==> src/hw/rtl/kmp_pkg.sv <==
// ----------------------------------------------------------------------------
// KMP matcher package
// Shared constants for the substring matcher: request kinds and sizing.
// ----------------------------------------------------------------------------
`default_nettype none

package kmp_pkg;

   // Default capacity of the pattern store, in bytes.
   localparam int PATTERN_MAX_DEFAULT = 16;

   // Width of one pattern or text symbol.
   localparam int SYMBOL_W = 8;

   // Request kinds carried on the request channel's tuser.
   localparam logic OP_PATTERN = 1'b0;
   localparam logic OP_TEXT    = 1'b1;

endpackage : kmp_pkg

`default_nettype wire

==> src/hw/rtl/kmp_substring_matcher_top.sv <==
// ----------------------------------------------------------------------------
// KMP substring matcher
// Loads a pattern, builds its prefix-failure table and searches text streams.
// ----------------------------------------------------------------------------
//
// Channel   Direction  Payload                                Transfer
// req_*     in         tdata: symbol; tuser: kind; tlast      tvalid & tready
// rsp_*     out        tdata[0]: found; tdata[7:1]: zero      tvalid & tready
//
// A pattern request is absorbed in its accept cycle. Closing a pattern builds
// the failure table with one shared compare unit over the two-port pattern
// memory: a start step, a read and a compare per scan step, a fallback step
// and a new read and compare per fallback, and a closing step. A text request
// passes from its accept through start, read and compare, and through a
// fallback, read and compare again for every fallback through the failure
// table; once the pattern has been found a text request goes from start
// straight back to idle. Each fallback undoes an earlier advance of the
// match position. The final text request of a text then moves its result
// into the response register in an emit state, and waits there while that
// register still holds an unaccepted result. Reset is synchronous and active
// high and clears all control state; the memories hold garbage until written.
// While a result waits on a stalled response channel the block keeps taking
// pattern and text requests, and only stalls when a second result is ready.
//
`default_nettype none

module kmp_substring_matcher_top
   import kmp_pkg::*;
#(
   parameter int PATTERN_MAX = PATTERN_MAX_DEFAULT
) (
   input  wire logic                clock,
   input  wire logic                reset,
   // Request channel.
   input  wire logic                req_tvalid,
   output logic                     req_tready,
   input  wire logic [SYMBOL_W-1:0] req_tdata,   // [7:0] symbol
   input  wire logic                req_tuser,   // [0] operation: pattern or text
   input  wire logic                req_tlast,   // last byte of pattern or text
   // Response channel.
   output logic                     rsp_tvalid,
   input  wire logic                rsp_tready,
   output logic [7:0]               rsp_tdata    // [0] found, [7:1] zero
);

   // Address width of the stores and width of lengths and counters that can
   // hold the full capacity.
   localparam int AW = (PATTERN_MAX > 1) ? $clog2(PATTERN_MAX) : 1;
   localparam int LW = $clog2(PATTERN_MAX + 1);

   localparam logic [LW-1:0] LEN_MAX = LW'(PATTERN_MAX);
   localparam logic [LW-1:0] LEN_ONE = LW'(1);
   localparam logic [AW-1:0] POS_ONE = AW'(1);

   // Sequencer states.
   localparam logic [3:0] ST_IDLE    = 4'd0;
   localparam logic [3:0] ST_B_START = 4'd1;
   localparam logic [3:0] ST_B_READ  = 4'd2;
   localparam logic [3:0] ST_B_CMP   = 4'd3;
   localparam logic [3:0] ST_B_FALL  = 4'd4;
   localparam logic [3:0] ST_S_START = 4'd5;
   localparam logic [3:0] ST_S_READ  = 4'd6;
   localparam logic [3:0] ST_S_CMP   = 4'd7;
   localparam logic [3:0] ST_S_FALL  = 4'd8;
   localparam logic [3:0] ST_EMIT    = 4'd9;

   // Control state.
   logic [3:0]          state_ff, state_in;
   logic [LW-1:0]       len_ff, len_in;
   logic [AW-1:0]       match_ff, match_in;
   logic                found_ff, found_in;
   logic                open_ff, open_in;
   logic                text_pend_ff, text_pend_in;
   logic [LW-1:0]       i_ff, i_in;
   logic [AW-1:0]       k_ff, k_in;
   logic                rsp_valid_ff, rsp_valid_in;

   // Payload held for the text request being worked on, and the result.
   logic [SYMBOL_W-1:0] sym_ff, sym_in;
   logic                last_ff, last_in;
   logic                rsp_found_ff, rsp_found_in;

   // Pattern memory: one write port, two registered read ports.
   logic [SYMBOL_W-1:0] pat_mem [PATTERN_MAX];
   logic                pat_we;
   logic [AW-1:0]       pat_waddr;
   logic [AW-1:0]       pat_raddr_a;
   logic [SYMBOL_W-1:0] pat_rd_a_ff;
   logic [SYMBOL_W-1:0] pat_rd_b_ff;

   // Failure table: one write port, one registered read port.
   logic [AW-1:0]       ft_mem [PATTERN_MAX];
   logic                ft_we;
   logic [AW-1:0]       ft_waddr;
   logic [AW-1:0]       ft_wdata;
   logic [AW-1:0]       ft_raddr;
   logic [AW-1:0]       ft_rd_ff;

   // Shared compare unit and its helpers.
   logic [SYMBOL_W-1:0] cmp_lhs;
   logic                cmp_eq;
   logic                req_fire;
   logic [LW-1:0]       len_base;
   logic [LW-1:0]       match_next;
   logic                emit_go;

   assign req_tready = (state_ff == ST_IDLE);
   assign req_fire   = req_tvalid && req_tready;
   assign rsp_tvalid = rsp_valid_ff;
   assign rsp_tdata  = {7'd0, rsp_found_ff};

   // The compare unit sees the pattern byte at i (build) or at the match
   // position (search) on port A; the other operand is the byte at k or
   // the held text symbol.
   assign cmp_lhs = (state_ff == ST_B_CMP) ? pat_rd_b_ff : sym_ff;
   assign cmp_eq  = (pat_rd_a_ff == cmp_lhs);

   assign pat_raddr_a = (state_ff == ST_S_READ) ? match_ff : i_ff[AW-1:0];
   assign ft_raddr    = (state_ff == ST_S_CMP) ? (match_ff - POS_ONE)
                                               : (k_ff - POS_ONE);

   assign len_base   = open_ff ? len_ff : '0;
   assign match_next = LW'(match_ff) + (cmp_eq ? LEN_ONE : '0);
   assign emit_go    = (state_ff == ST_EMIT) && (!rsp_valid_ff || rsp_tready);

   always_comb begin
      state_in     = state_ff;
      len_in       = len_ff;
      match_in     = match_ff;
      found_in     = found_ff;
      open_in      = open_ff;
      text_pend_in = text_pend_ff;
      i_in         = i_ff;
      k_in         = k_ff;
      sym_in       = sym_ff;
      last_in      = last_ff;
      rsp_found_in = rsp_found_ff;
      rsp_valid_in = rsp_valid_ff && !rsp_tready;
      pat_we       = 1'b0;
      pat_waddr    = len_base[AW-1:0];
      ft_we        = 1'b0;
      ft_waddr     = i_ff[AW-1:0];
      ft_wdata     = '0;

      unique case (state_ff)
         ST_IDLE: begin
            if (req_fire) begin
               if (req_tuser == OP_PATTERN) begin
                  // A pattern byte opens a new pattern if none is open,
                  // and bytes past the capacity are dropped.
                  open_in  = 1'b1;
                  len_in   = len_base;
                  match_in = '0;
                  found_in = 1'b0;
                  if (len_base < LEN_MAX) begin
                     pat_we = 1'b1;
                     len_in = len_base + LEN_ONE;
                  end
                  if (req_tlast) begin
                     text_pend_in = 1'b0;
                     state_in     = ST_B_START;
                  end
               end else begin
                  sym_in       = req_tdata;
                  last_in      = req_tlast;
                  text_pend_in = 1'b1;
                  // Text arriving on an open pattern closes it first.
                  state_in     = open_ff ? ST_B_START : ST_S_START;
               end
            end
         end

         ST_B_START: begin
            if (len_ff == '0) begin
               open_in  = 1'b0;
               match_in = '0;
               found_in = 1'b0;
               state_in = text_pend_ff ? ST_S_START : ST_IDLE;
            end else begin
               ft_we    = 1'b1;
               ft_waddr = '0;
               ft_wdata = '0;
               i_in     = LEN_ONE;
               k_in     = '0;
               state_in = ST_B_READ;
            end
         end

         ST_B_READ: begin
            if (i_ff >= len_ff) begin
               open_in  = 1'b0;
               match_in = '0;
               found_in = 1'b0;
               state_in = text_pend_ff ? ST_S_START : ST_IDLE;
            end else begin
               state_in = ST_B_CMP;
            end
         end

         ST_B_CMP: begin
            if (cmp_eq) begin
               ft_we    = 1'b1;
               ft_wdata = k_ff + POS_ONE;
               k_in     = k_ff + POS_ONE;
               i_in     = i_ff + LEN_ONE;
               state_in = ST_B_READ;
            end else if (k_ff != '0) begin
               state_in = ST_B_FALL;
            end else begin
               ft_we    = 1'b1;
               ft_wdata = '0;
               i_in     = i_ff + LEN_ONE;
               state_in = ST_B_READ;
            end
         end

         ST_B_FALL: begin
            k_in     = ft_rd_ff;
            state_in = ST_B_READ;
         end

         ST_S_START: begin
            text_pend_in = 1'b0;
            if (found_ff) begin
               state_in = last_ff ? ST_EMIT : ST_IDLE;
            end else if (len_ff == '0) begin
               // An empty pattern is found in every text.
               found_in = 1'b1;
               state_in = last_ff ? ST_EMIT : ST_IDLE;
            end else begin
               if (LW'(match_ff) >= len_ff) begin
                  match_in = '0;
               end
               state_in = ST_S_READ;
            end
         end

         ST_S_READ: begin
            state_in = ST_S_CMP;
         end

         ST_S_CMP: begin
            if (match_ff != '0 && !cmp_eq) begin
               state_in = ST_S_FALL;
            end else begin
               if (match_next >= len_ff) begin
                  found_in = 1'b1;
                  match_in = '0;
               end else begin
                  match_in = match_next[AW-1:0];
               end
               state_in = last_ff ? ST_EMIT : ST_IDLE;
            end
         end

         ST_S_FALL: begin
            match_in = ft_rd_ff;
            state_in = ST_S_READ;
         end

         ST_EMIT: begin
            if (emit_go) begin
               rsp_valid_in = 1'b1;
               rsp_found_in = found_ff;
               found_in     = 1'b0;
               match_in     = '0;
               state_in     = ST_IDLE;
            end
         end

         default: begin
            state_in = ST_IDLE;
         end
      endcase
   end

   always_ff @(posedge clock) begin
      if (reset) begin
         state_ff     <= ST_IDLE;
         len_ff       <= '0;
         match_ff     <= '0;
         found_ff     <= 1'b0;
         open_ff      <= 1'b0;
         text_pend_ff <= 1'b0;
         i_ff         <= '0;
         k_ff         <= '0;
         rsp_valid_ff <= 1'b0;
      end else begin
         state_ff     <= state_in;
         len_ff       <= len_in;
         match_ff     <= match_in;
         found_ff     <= found_in;
         open_ff      <= open_in;
         text_pend_ff <= text_pend_in;
         i_ff         <= i_in;
         k_ff         <= k_in;
         rsp_valid_ff <= rsp_valid_in;
      end
   end

   always_ff @(posedge clock) begin
      sym_ff       <= sym_in;
      last_ff      <= last_in;
      rsp_found_ff <= rsp_found_in;
   end

   // Pattern memory.
   always_ff @(posedge clock) begin
      if (pat_we) begin
         pat_mem[pat_waddr] <= req_tdata;
      end
      pat_rd_a_ff <= pat_mem[pat_raddr_a];
      pat_rd_b_ff <= pat_mem[k_ff];
   end

   // Failure table memory.
   always_ff @(posedge clock) begin
      if (ft_we) begin
         ft_mem[ft_waddr] <= ft_wdata;
      end
      ft_rd_ff <= ft_mem[ft_raddr];
   end

   // The match position always stays below a nonzero pattern length.
   a_match_below_len: assert property (@(posedge clock) disable iff (reset)
      (len_ff != '0) |-> (LW'(match_ff) < len_ff))
      else $error("match position reached the pattern length");

   // While building, the prefix length trails the scan index.
   a_k_below_i: assert property (@(posedge clock) disable iff (reset)
      (state_ff == ST_B_CMP) |-> (LW'(k_ff) < i_ff))
      else $error("failure build prefix length not below scan index");

   // The stored pattern never exceeds the capacity.
   a_len_bounded: assert property (@(posedge clock) disable iff (reset)
      len_ff <= LEN_MAX)
      else $error("pattern length above capacity");

   // A delivered result leaves a fresh search state and a valid response.
   a_emit_clears: assert property (@(posedge clock) disable iff (reset)
      emit_go |=> (rsp_valid_ff && !found_ff && match_ff == '0))
      else $error("result hand-off did not reset the search state");

endmodule : kmp_substring_matcher_top

`default_nettype wire

==> config.mk <==
export PLATFORM = sky130hd
export DESIGN_NAME = kmp_substring_matcher_top
export DESIGN_NICKNAME = d
export VERILOG_FILES = /design/src/hw/rtl/kmp_pkg.sv /design/src/hw/rtl/kmp_substring_matcher_top.sv
export SDC_FILE = /design/constraint.sdc
export NUM_CORES = 1
export LEC_CHECK = 0
export ABC_AREA = 1
export BUFFER_PORTS_ARGS = -buffer_cell sky130_fd_sc_hd__buf_2
export CORE_MARGIN = 2
export CORE_UTILIZATION = 30
export DETAILED_ROUTE_END_ITERATION = 10
export PLACE_DENSITY = 0.4
export SLEW_MARGIN = 20
export SYNTH_ARGS = -nofsm -noshare
export SYNTH_HDL_FRONTEND = slang
export SYNTH_SLANG_ARGS = --single-unit
==> constraint.sdc <==
create_clock -name clock -period 5.4 [get_ports clock]
set_input_delay 1.08 -clock clock [delete_from_list [all_inputs] [get_ports clock]]
set_output_delay 1.08 -clock clock [all_outputs]
set_load 0.005 [all_outputs]
==> summary.txt, run 1 <==
Timing
  – Setup TNS Final: 0 ps
  – Final setup fails: 0
  – Worst clock skew: 15.8 ps
  – Max frequency: 0.257 GHz
  – Final min period: 3890 ps
  – Hold Vio Cnt, Final: 0
  – Worst slew margin: 29.5%
  – Final period util: 72.1%
  – Pins Over Slew Limit: 0
  – RSZ-0062 raised after global routing: false
  – Hold WS: 435 ps
  – Worst-Margin Slew: 1050 ps

Clock network
  – Clock Sinks: 248
  – CTS Hold Bufs: 0
  – CTS clk-pin slew, worst paths: 60 ps
  – CTS tree: yes
  – CTS Root Cell: clkbuf_16
  – Num CTS Buffers: 29
  – Clk_lat worst skew: 560 ps
  – Post-CTS Setup Inserts: 0
  – Post-CTS sizing: 0
  – CTS HTree Levels: 1
  – CTS Buffer Depth: 3

Critical path
  – Worst EP arrival: 4390 ps
  – Startpoint types: flop
  – Crit. End Element: flop
  – CP required: 5900 ps
  – CP Max Fanout: 16
  – Crit path kind: reg -> reg

Route
  – Post-DR wirelength/cell: 21.0 µm
  – Drt via density: 5.17
  – DR vias: 9301
  – DR iter-0 viols: 754
  – Post-detailed-route count of antenna-violating nets: 0
  – Post-Route WL: 37800 µm
  – 1st-pass router iterations: 5
  – Post-route DRC violation count: 0

Synth
  – Number of synthesized flops with an enable pin: 202
  – Top_reg_cell synth: edfxtp_1
  – Syn avg cell area: 9.58 µm²
  – Synth top area cells: edfxtp_1 (51%), dfxtp_1 (7.7%), nor2_1 (7.5%)
  – Post-synth top area share: 50.7%
  – Seq/Total Area, Yosys: 58.4%
  – Async SR Flop Fraction: 0%
  – Post-Syn Area: 12000 µm²
  – Yosys reg bits: 248
  – Post-Synthesis Cells: 1248
  – Synth area leader: edfxtp_1
  – Synth Warn #: 0
  – Yosys cell types: 45

GRT
  – Largest net degree at the start of global routing: 69
  – Initial antenna violation count: 0
  – Gr usage total: 18.2%
  – First-pass GRT wire length: 56800 µm
  – Total gr overflow: 0
  – Vias in the first global route: 9214

Finish
  – Final net count: 1290
  – Syn-to-layout area delta: 12.7%
  – Share of layout cells above drive strength 1: 8.63%
  – Filler instances: 4026
  – Area of the multi-input gates: 4350 µm²
  – # diodes: 0
  – Reg area: 6990 µm²

Place
  – I/O Buffers: 16
  – GP Congestion: 0.821
  – Dpl hpwl: 24500 µm

Die
  – Total I/O pin count: 24
  – FP Rows: 73
  – Die Width: 204 µm
  – Die Area: 41500 µm²
  – Starting Density: 30.2%
  – Placeable Area: 39500 µm²
  – Die height: 204 µm

Min path
  – Min-Delay Path Class: reg -> reg

Power and ir drop
  – PD cells: 546 nW/µm²
  – Worst vdd ir: 0.000249 V
  – Tot Pwr: 7.36 mW
  – Leakage: 4.83 nW

Outcome
  – Outcome: finished, final reports clean

Flow run
  – Maxcap violations: 0
==> registers in the layout (all words and copies together), names as in the netlist <==
register and count:
found_ff 1, pat_rd_b_ff 8, last_ff 1, i_ff 5, ft_mem 64, state_ff 4, match_ff 4, rsp_found_ff 1
ft_rd_ff 4, sym_ff 8, text_pend_ff 1, open_ff 1, k_ff 4, len_ff 5, pat_mem 128, rsp_tvalid 1
pat_rd_a_ff 8
==> where the power goes <==
part           total, mW  leakage, nW  switching, mW  internal (mW)
Clock               1.92        0.442          0.786           1.13
Sequential          2.38         2.15          0.126           2.26
Combinational       3.06         2.24           2.18          0.877
==> cells in the final DEF, fill, tap and decap left out, drive strengths merged, types with 2 or more instances in the layout <==
cell type / instances
nor3: 14
nand2: 164
edfxtp: 202
a21boi: 2
nand4: 12
clkbuf: 40
o31ai: 2
o22ai: 35
xor2: 7
nand3: 54
clkinv: 9
ha: 24
dfxtp: 46
inv: 89
o221ai: 48
nand3b: 6
buf: 37
nor2: 242
bufinv: 3
o211ai: 8
a21oi: 19
conb: 7
a211oi: 4
xnor2: 2
o21ai: 189
==> synth_stat cells (2+ instances only) <==
master	n
nand4_1	10
nor2_2	3
o21ai_1	10
o21ai_0	176
o21ai_2	3
buf_4	11
dfxtp_1	46
inv_1	80
nor3_1	14
edfxtp_1	202
buf_6	2
xor2_1	7
nand3b_1	6
a21boi_0	2
inv_2	7
nand2_1	157
a211oi_1	4
nand4_2	2
a21oi_1	19
nor2_1	238
ha_1	24
o31ai_1	2
o211ai_1	8
nand2_2	6
nand3_1	52
o221ai_1	48
clkbuf_1	50
o22ai_1	35
buf_2	7
nand3_2	2
==> cell families (layout without fill, tap and decap cells) <==
group	count (synthesis)	count (layout)	synth area share, %
compound gates	312	312	15.5
fa+ha+maj	24	24	2.51
buf+inv	159	179	5.56
other cells	1	7	0.0314
flops	248	248	58.4
xor+xnor	9	9	0.722
simple gates	495	495	17.3
==> metrics by stage <==
step                      setup WS [ps]  instances  area [µm²]  util, %
after global routing               1090       1799       13500     34.1
after floorplan                    2410       1254       12000        -
after CTS                          1510       1799       13500     34.1
final                              1510       1799       13500     34.1
after global placement             1740       1746       12600     31.8
after detailed placement           1570       1746       12600     31.8
==> worst max-delay path, stage by stage, from the launching register on <==
cell,delay (ps)
dfxtp_1,360
nor2_2,480
nand2_2,330
nand2_1,170
nand3_1,80
nand2_1,70
nand2_1,50
nor2_1,140
nand2_2,170
inv_1,90
ha_1,160
ha_1,180
xor2_1,230
ha_1,300
a21oi_1,150
nor2_1,50
a211oi_1,160
nand4_1,200
inv_1,140
nand2_1,60
o21ai_0,90
nor2_1,80
nor2_1,90
==> metal layers <==
metal,track usage (%),routed length [µm]
met1,24.3,16900
met5,0,0
met4,5.47,1040
met2,30.8,17800
met3,2.57,2070
==> worst paths after layout <==
path                                   from      endpoint  slack (ps)  depth (start not counted)
worst min-delay path               found_ff  rsp_found_ff         430                          0
worst max register to register  state_ff[2]   match_ff[2]        1510                         22
worst max-delay path            state_ff[2]   match_ff[2]        1510                         22
worst min register to register     found_ff  rsp_found_ff         430                          0
==> layout make-up <==
class | count | area share (%)
flip-flops and latches | 248 | 51.8
multi-input cells | 847 | 32.3
clock buffers | 40 | 5.69
well taps | 525 | 4.87
inverters | 89 | 2.50
repair buffers | 37 | 1.76
clock inverters | 13 | 1.06
Power figures use the tool's default switching activity.
==> inputs of run 2 (changes only) <==
--- a/config.mk
+++ b/config.mk
@@ -5,7 +5,7 @@
 export SDC_FILE = /design/constraint.sdc
 export NUM_CORES = 1
 export LEC_CHECK = 0
-export ABC_AREA = 1
+export ABC_AREA = 0
 export BUFFER_PORTS_ARGS = -buffer_cell sky130_fd_sc_hd__buf_2
 export CORE_MARGIN = 2
 export CORE_UTILIZATION = 30
==> constraint.sdc (replaced) <==
create_clock -name clock -period 3.8 [get_ports clock]
set_input_delay 0.76 -clock clock [delete_from_list [all_inputs] [get_ports clock]]
set_output_delay 0.76 -clock clock [all_outputs]
set_load 0.005 [all_outputs]
==> run 2 against run 1 <==
  * Combinational power fell by 50%
  * Sequential cell count did not move
  * Register-to-register slack got worse by 1200 ps
  * Synthesized cell count fell by 35%
  * Maximum frequency rose by 12%
  * Setup slack got worse by 1200 ps
  * Power fell by 0.51%
  * Design area fell by 0.89%
==> summary.txt, run 2 <==
Outcome
  – Outcome: finished, final reports clean (unchanged)

Synth
  – Top cells by count, synth: edfxtp_1 (202), nand2_1 (82), mux4_2 (72) (was nor2_1 (238), edfxtp_1 (202), o21ai_0 (176))
  – Post-synth top area share: 51.9% (was 50.7%)
  – Async SR Flop Fraction: 0% (unchanged)
  – Post-Synthesis Cells: 816 (was 1248)
  – Post-Syn Area: 11700 µm² (was 12000 µm²)
  – Top_reg_cell synth: edfxtp_1 (unchanged)
  – Seq/Total Area, Yosys: 59.8% (was 58.4%)
  – Yosys reg bits: 248 (unchanged)
  – Number of synthesized flops with an enable pin: 202 (unchanged)
  – Syn avg cell area: 14.3 µm² (was 9.58 µm²)
  – Synth area leader: edfxtp_1 (unchanged)
  – Synth top area cells: edfxtp_1 (52%), mux4_2 (14%), dfxtp_1 (7.9%) (was edfxtp_1 (51%), dfxtp_1 (7.7%), nor2_1 (7.5%))
  – Count leader, synth: edfxtp_1 (was nor2_1)
  – Synth Warn #: 0 (unchanged)
  – Yosys cell types: 63 (was 45)

Critical path
  – CP required: 4280 ps (was 5900 ps)
  – Reg2Reg Depth: 15 (was 22)
  – Critical-path cell list: xor2_1 > nor4_1 > nand3_1 > a211oi_2 > ha_1 > ha_1 > xor2_1 > ha_1 > o211ai_1 > a21oi_1 > a2111oi_1 > buf_4 > a22o_1 > o31a_1 > o21a_1 (was nor2_2 > nand2_2 > nand2_1 > nand3_1 > nand2_1 > nand2_1 > nor2_1 > nand2_2 > inv_1 > ha_1 > ha_1 > xor2_1 > ha_1 > a21oi_1 > nor2_1 > a211oi_1 > nand4_1 > inv_1 > nand2_1 > o21ai_0 > nor2_1 > nor2_1)
  – Startpoint types: flop (unchanged)
  – CP Max Fanout: 5 (was 16)
  – CP max-delay cell: nor4_1 (was nor2_2)
  – Worst EP arrival: 3960 ps (was 4390 ps)
  – Crit path kind: reg -> reg (unchanged)
  – Reg-to-reg slack, setup: 320 ps (was 1510 ps)
  – Crit path buffers/inverters: 1 (was 2)
  – RR Startpoint: sym_ff[7] (was state_ff[2])
  – Reg2reg end: match_ff[3] (was match_ff[2])
  – Crit. End Element: flop (unchanged)
  – Critical path's largest stage delay: 430 ps (was 480 ps)
  – Worst path most repeated cell: ha_1
  – Delay-heaviest family, CP: compound AO/OA/AOI/OAI gates (was simple AND/OR/NAND/NOR gates)

Timing
  – Worst-Margin Slew: 779 ps (was 1050 ps)
  – Worst clock skew: 20.7 ps (was 15.8 ps)
  – Hold Vio Cnt, Final: 0 (unchanged)
  – Max frequency: 0.287 GHz (was 0.257 GHz)
  – Worst slew margin: 47.7% (was 29.5%)
  – RSZ-0062 raised after global routing: false (unchanged)
  – Final setup fails: 0 (unchanged)
  – Hold WS: 428 ps (was 435 ps)
  – Pins Over Slew Limit: 0 (unchanged)
  – Setup TNS Final: 0 ps (unchanged)
  – Final min period: 3480 ps (was 3890 ps)
  – Final period util: 91.7% (was 72.1%)

GRT
  – Vias in the first global route: 7404 (was 9214)
  – Gr usage total: 15.7% (was 18.2%)
  – Initial antenna violation count: 0 (unchanged)
  – First-pass GRT wire length: 47900 µm (was 56800 µm)
  – Total gr overflow: 0 (unchanged)
  – Largest net degree at the start of global routing: 48 (was 69)

Clock network
  – CTS Buffer Depth: 3 (unchanged)
  – CTS HTree Levels: 1 (unchanged)
  – CTS clk-pin slew, worst paths: 60 ps (about the same)
  – Num CTS Buffers: 28 (was 29)
  – Post-CTS sizing: 0 (unchanged)
  – Post-CTS Setup Inserts: 0 (unchanged)
  – Clk_lat worst skew: 550 ps (was 560 ps)
  – CTS tree: yes (unchanged)
  – CTS Hold Bufs: 0 (unchanged)
  – Clock Sinks: 248 (unchanged)
  – CTS Root Cell: clkbuf_16 (unchanged)

Finish
  – Most common cell after layout, fill and taps aside: edfxtp_1 (was nor2_1)
  – Final net count: 884 (was 1290)
  – Share of layout cells above drive strength 1: 21.4% (was 8.63%)
  – # diodes: 0 (unchanged)
  – Syn-to-layout area delta: 14.3% (was 12.7%)
  – Top Registers: pat_mem x128, ft_mem x64 (unchanged)
  – Most frequent cells in the layout: edfxtp_1 (202), nand2_1 (82), mux4_2 (72) (was nor2_1 (237), edfxtp_1 (202), o21ai_0 (175))
  – Max FFs per register: 128 (unchanged)
  – Design area: 13400 µm² (was 13500 µm²)
  – Largest reg by FF count: pat_mem (unchanged)

Min path
  – Min-Delay Startpoint: req_tlast (was found_ff)
  – Hold path depth: 1 (was 0)
  – Min-Delay Path Class: in -> reg (was reg -> reg)
  – WHS Endpoint: last_ff (was rsp_found_ff)

Power and ir drop
  – Sw Ratio: 28.5% (was 42.1%)
  – Worst vdd ir: 0.000386 V (was 0.000249 V)
  – PD cells: 548 nW/µm² (was 546 nW/µm²)
  – Tot Pwr: 7.32 mW (was 7.36 mW)
  – Net load switching power: 2.09 mW (was 3.10 mW)
  – Flop pwr share: 43.5% (was 32.4%)
  – Clock Power Share: 35.4% (was 26.0%)
  – Leakage: 4.45 nW (was 4.83 nW)
  – Internal Power: 5.24 mW (was 4.26 mW)
  – Gate power share: 21.1% (was 41.6%)

Flow run
  – Maxcap violations: 0 (unchanged)

Route
  – DR iter-0 viols: 493 (was 754)
  – Post-Route WL: 31900 µm (was 37800 µm)
  – Met3 wire len: 1430 µm (was 2070 µm)
  – Post-DR wirelength/cell: 23.0 µm (was 21.0 µm)
  – Drt via density: 5.11 (was 5.17)
  – DR vias: 7083 (was 9301)
  – Post-detailed-route count of antenna-violating nets: 0 (unchanged)
  – DR top layer: met4 (unchanged)
  – Post-route DRC violation count: 0 (unchanged)
  – Metal2 WL: 15700 µm (was 17800 µm)
  – Met1 wire length: 14000 µm (was 16900 µm)
  – 1st-pass router iterations: 5 (unchanged)

Die
  – Placeable Area: 38600 µm² (was 39500 µm²)
  – Starting Density: 30.3% (was 30.2%)
  – Die height: 201 µm (was 204 µm)
  – Total I/O pin count: 24 (unchanged)
  – FP Rows: 72 (was 73)
  – Die Area: 40600 µm² (was 41500 µm²)
  – Die Width: 201 µm (was 204 µm)

Place
  – Dpl hpwl: 21400 µm (was 24500 µm)
  – Placed Area: 12500 µm² (was 12600 µm²)
  – I/O Buffers: 16 (unchanged)
  – GP Congestion: 0.803 (was 0.821)
run 2: routing by layer:
layer	GRT usage [%]	vias to the layer above
met5	0	-
met4	3.99	0
met3	2.24	41
met2	26.9	179
met1	21.1	3633
li1	-	3230
run 2: layout make-up:
class	instances	area, µm²
fillers	3778	25200
flip-flops and latches	248	6990
multi-input cells	500	4420
clock buffers	38	800
well taps	518	648
repair buffers	46	318
clock inverters	14	96.3
inverters	22	82.6
run 2: cells by family (layout without fill, tap and decap cells):
logic type	after synthesis	in the layout	synth area share, %
other	1	7	0.0321
AOI/OAI and AO/OA	109	109	6.55
muxes	106	106	16.9
buffers and inverters	74	120	2.87
DFF	248	248	59.8
adders and majority gates	24	24	2.57
and+or+nand+nor	236	236	9.80
xor gates and xnor gates	18	18	1.51
run 2: through the flow:
stage,worst slack (ps),cells,utilization [%]
after detailed placement,365,1334,32.3
after floorplan,61.9,822,-
after global placement,397,1334,32.3
after global routing,50.8,1386,34.6
after CTS,325,1386,34.6
final,315,1386,34.6
run 2: power groups by stage:
stage	registers (mW)	logic, mW	clock network (mW)
after detailed placement	3.25	1.56	0
final	3.19	1.54	2.59
after global routing	3.20	1.69	2.76
after global placement	3.24	1.56	0
after CTS	3.19	1.57	2.65
after floorplan	3.18	1.16	0
run 2: worst max-delay path by stage:
stage                start          end  slack (ps)  cells after the start
2_1_floorplan  state_ff[3]  match_ff[2]          60                     17
3_3_place_gp   state_ff[3]     found_ff         400                     14
3_5_place_dp   state_ff[3]  match_ff[2]         370                     15
4_1_cts        state_ff[3]  match_ff[2]         330                     15
6_report         sym_ff[7]  match_ff[3]         320                     15
5_1_grt        state_ff[3]  match_ff[2]          50                     16
==> inputs of run 3 (changes only) <==
--- a/config.mk
+++ b/config.mk
@@ -8,10 +8,11 @@
 export ABC_AREA = 0
 export BUFFER_PORTS_ARGS = -buffer_cell sky130_fd_sc_hd__buf_2
 export CORE_MARGIN = 2
-export CORE_UTILIZATION = 30
+export CORE_UTILIZATION = 63
 export DETAILED_ROUTE_END_ITERATION = 10
-export PLACE_DENSITY = 0.4
+export PLACE_DENSITY = 0.8
 export SLEW_MARGIN = 20
 export SYNTH_ARGS = -nofsm -noshare
 export SYNTH_HDL_FRONTEND = slang
 export SYNTH_SLANG_ARGS = --single-unit
+export TNS_END_PERCENT = 50
==> run 3 against run 2 <==
  * Maximum frequency shrank 1.7%
  * Clock-buffer cell count shrank 5
  * First-iteration DRC count grew 130%
  * Combinational power shrank 4%
  * Die area shrank 52%
  * Final cell count shrank 22%
  * Routed wire length shrank 11%
  * Sequential power is essentially flat
  * Register-to-register slack lost 60 ps
  * Setup slack lost 61 ps
  * Sequential share of layout area grew 2.3 points
==> summary.txt, run 3 (synthesis results as in run 2) <==
Route
  – Post-route DRC violation count: 0 (unchanged)
  – Drt via density: 6.99 (was 5.11)
  – Post-DR wirelength/cell: 26.3 µm (was 23.0 µm)
  – DR iter-0 viols: 1120 (was 493)
  – Post-Route WL: 28400 µm (was 31900 µm)
  – Post-detailed-route count of antenna-violating nets: 0 (unchanged)
  – 1st-pass router iterations: 5 (unchanged)
  – DR vias: 7532 (was 7083)

Clock network
  – Post-CTS sizing: 0 (unchanged)
  – Clock Sinks: 248 (unchanged)
  – Post-CTS Setup Inserts: 0 (unchanged)
  – Num CTS Buffers: 26 (was 28)
  – CTS HTree Levels: 1 (unchanged)
  – CTS tree: yes (unchanged)
  – CTS Buffer Depth: 3 (unchanged)
  – CTS Root Cell: clkbuf_16 (unchanged)
  – Clk_lat worst skew: 530 ps (was 550 ps)
  – CTS Hold Bufs: 0 (unchanged)
  – CTS clk-pin slew, worst paths: 60 ps (about the same)

Min path
  – Min-Delay Path Class: in -> reg (unchanged)

Finish
  – Most frequent cells in the layout: edfxtp_1 (202), nand2_1 (82), mux4_2 (72) (unchanged)
  – # diodes: 0 (unchanged)
  – Top Registers: pat_mem x128, ft_mem x64 (unchanged)
  – Design area: 12800 µm² (was 13400 µm²)
  – Area of the multi-input gates: 4420 µm² (about the same)
  – Syn-to-layout area delta: 9.48% (was 14.3%)
  – Fin util: 70.8% (was 34.6%)
  – Most common cell after layout, fill and taps aside: edfxtp_1 (unchanged)
  – Final net count: 867 (was 884)
  – Max FFs per register: 128 (unchanged)
  – Largest reg by FF count: pat_mem (unchanged)
  – Share of layout cells above drive strength 1: 18.5% (was 21.4%)
  – Reg area: 6990 µm² (about the same)
  – Filler instances: 1123 (was 3778)

Power and ir drop
  – Flop pwr share: 44.9% (was 43.5%)
  – Net load switching power: 1.98 mW (was 2.09 mW)
  – Internal Power: 5.17 mW (was 5.24 mW)
  – Tot Pwr: 7.15 mW (was 7.32 mW)
  – PD cells: 559 nW/µm² (was 548 nW/µm²)
  – Leakage: 4.34 nW (was 4.45 nW)
  – Worst vdd ir: 0.000424 V (was 0.000386 V)
  – Sw Ratio: 27.7% (was 28.5%)
  – Gate power share: 20.7% (was 21.1%)
  – Clock Power Share: 34.3% (was 35.4%)

Timing
  – Worst slew margin: 32.9% (was 47.7%)
  – Final period util: 93.3% (was 91.7%)
  – Worst-Margin Slew: 1000 ps (was 779 ps)
  – Final setup fails: 0 (unchanged)
  – RSZ-0062 raised after global routing: false (unchanged)
  – Final min period: 3550 ps (was 3480 ps)
  – Setup TNS Final: 0 ps (unchanged)
  – Post-route setup slack: 254 ps (was 315 ps)
  – Worst clock skew: 11.6 ps (was 20.7 ps)
  – Pins Over Slew Limit: 0 (unchanged)
  – Max frequency: 0.282 GHz (was 0.287 GHz)
  – Hold Vio Cnt, Final: 0 (unchanged)

GRT
  – Largest net degree at the start of global routing: 48 (unchanged)
  – Vias in the first global route: 7524 (was 7404)
  – First-pass GRT wire length: 43600 µm (was 47900 µm)
  – Total gr overflow: 0 (unchanged)
  – Gr usage total: 29.4% (was 15.7%)
  – Initial antenna violation count: 3 (was 0)

Die
  – Die height: 140 µm (was 201 µm)
  – Total I/O pin count: 24 (unchanged)
  – Starting Density: 64.6% (was 30.3%)
  – Placeable Area: 18100 µm² (was 38600 µm²)
  – Die Area: 19700 µm² (was 40600 µm²)
  – FP Rows: 49 (was 72)
  – Die Width: 140 µm (was 201 µm)

Place
  – Dpl hpwl: 18000 µm (was 21400 µm)
  – Placed Area: 12000 µm² (was 12500 µm²)
  – GP Congestion: 0.961 (was 0.803)
  – Post-place setup slack: 334 ps (was 365 ps)
  – I/O Buffers: 16 (unchanged)

Critical path
  – Crit path kind: reg -> reg (unchanged)
  – CP required: 4270 ps (was 4280 ps)
  – Worst EP arrival: 4020 ps (was 3960 ps)
  – CP Max Fanout: 5 (unchanged)
  – Crit. End Element: flop (unchanged)
  – Startpoint types: flop (unchanged)

Outcome
  – Outcome: finished, final reports clean (unchanged)

Flow run
  – Maxcap violations: 0 (unchanged)
==> run 3: cell count changes in the layout (fill, tap and decap cells not counted), sizes merged <==
cell / change
buf: -15
clkinvlp: -5
clkinv: +5
inv: -1
bufinv: +2
clkbuf: -5
==> run 3: power groups by stage <==
stage          clock network, mW  logic [mW]  registers (mW)
3_3_place_gp                   0        1.42            3.25
5_1_grt                     2.58        1.59            3.22
2_1_floorplan                  0        1.16            3.18
6_report                    2.46        1.48            3.21
3_5_place_dp                   0        1.46            3.26
4_1_cts                     2.47        1.47            3.21
==> run 3: final cells by class <==
| type | instances | share of cell area (%) |
|---|---|---|
| Multi-Input combinational cell | 500 | 34.5 |
| Tap cell | 229 | 2.24 |
| Clock buffer | 33 | 5.45 |
| Inverter | 22 | 0.645 |
| Sequential cell | 248 | 54.6 |
| Clock inverter | 15 | 0.948 |
| Timing Repair Buffer | 31 | 1.60 |
==> run 3: stage by stage <==
step,hold slack [ps],std cells
after floorplan,461,822
after global placement,489,1030
after detailed placement,499,1030
after CTS,427,1078
after global routing,434,1078
final,437,1078
==> run 3: layer usage <==
layer / GRT usage, % / part of all wire [%] / up-vias
met5: 0 / 0.078 / -
met4: 13.3 / 4.8 / 4
met3: 6.29 / 10 / 111
met2: 46.7 / 47 / 560
met1: 39.6 / 38 / 3663
li1: - / - / 3194
==> run 3: path summary, 6_finish.rpt <==
check / slack [ps] / to / start / cells past startpoint
max: 250 / match_ff[3] / pat_rd_a_ff[7] / 15
min: 440 / last_ff / req_tlast / 1
max reg2reg: 250 / match_ff[3] / pat_rd_a_ff[7] / 15
min reg2reg: 510 / i_ff[4] / i_ff[4] / 2
==> run 3: worst max-delay path, cell delays in order (launching register included) <==
cell and delay, ps:
dfxtp_1 330, xor2_1 140, nor4_1 540, nand3_1 170, a211oi_2 270, ha_1 210
ha_1 180, xor2_1 250, ha_1 290, o211ai_1 180, a21oi_1 50, a2111oi_0 290
buf_4 210, a22o_1 120, o31a_1 130, o21a_1 120
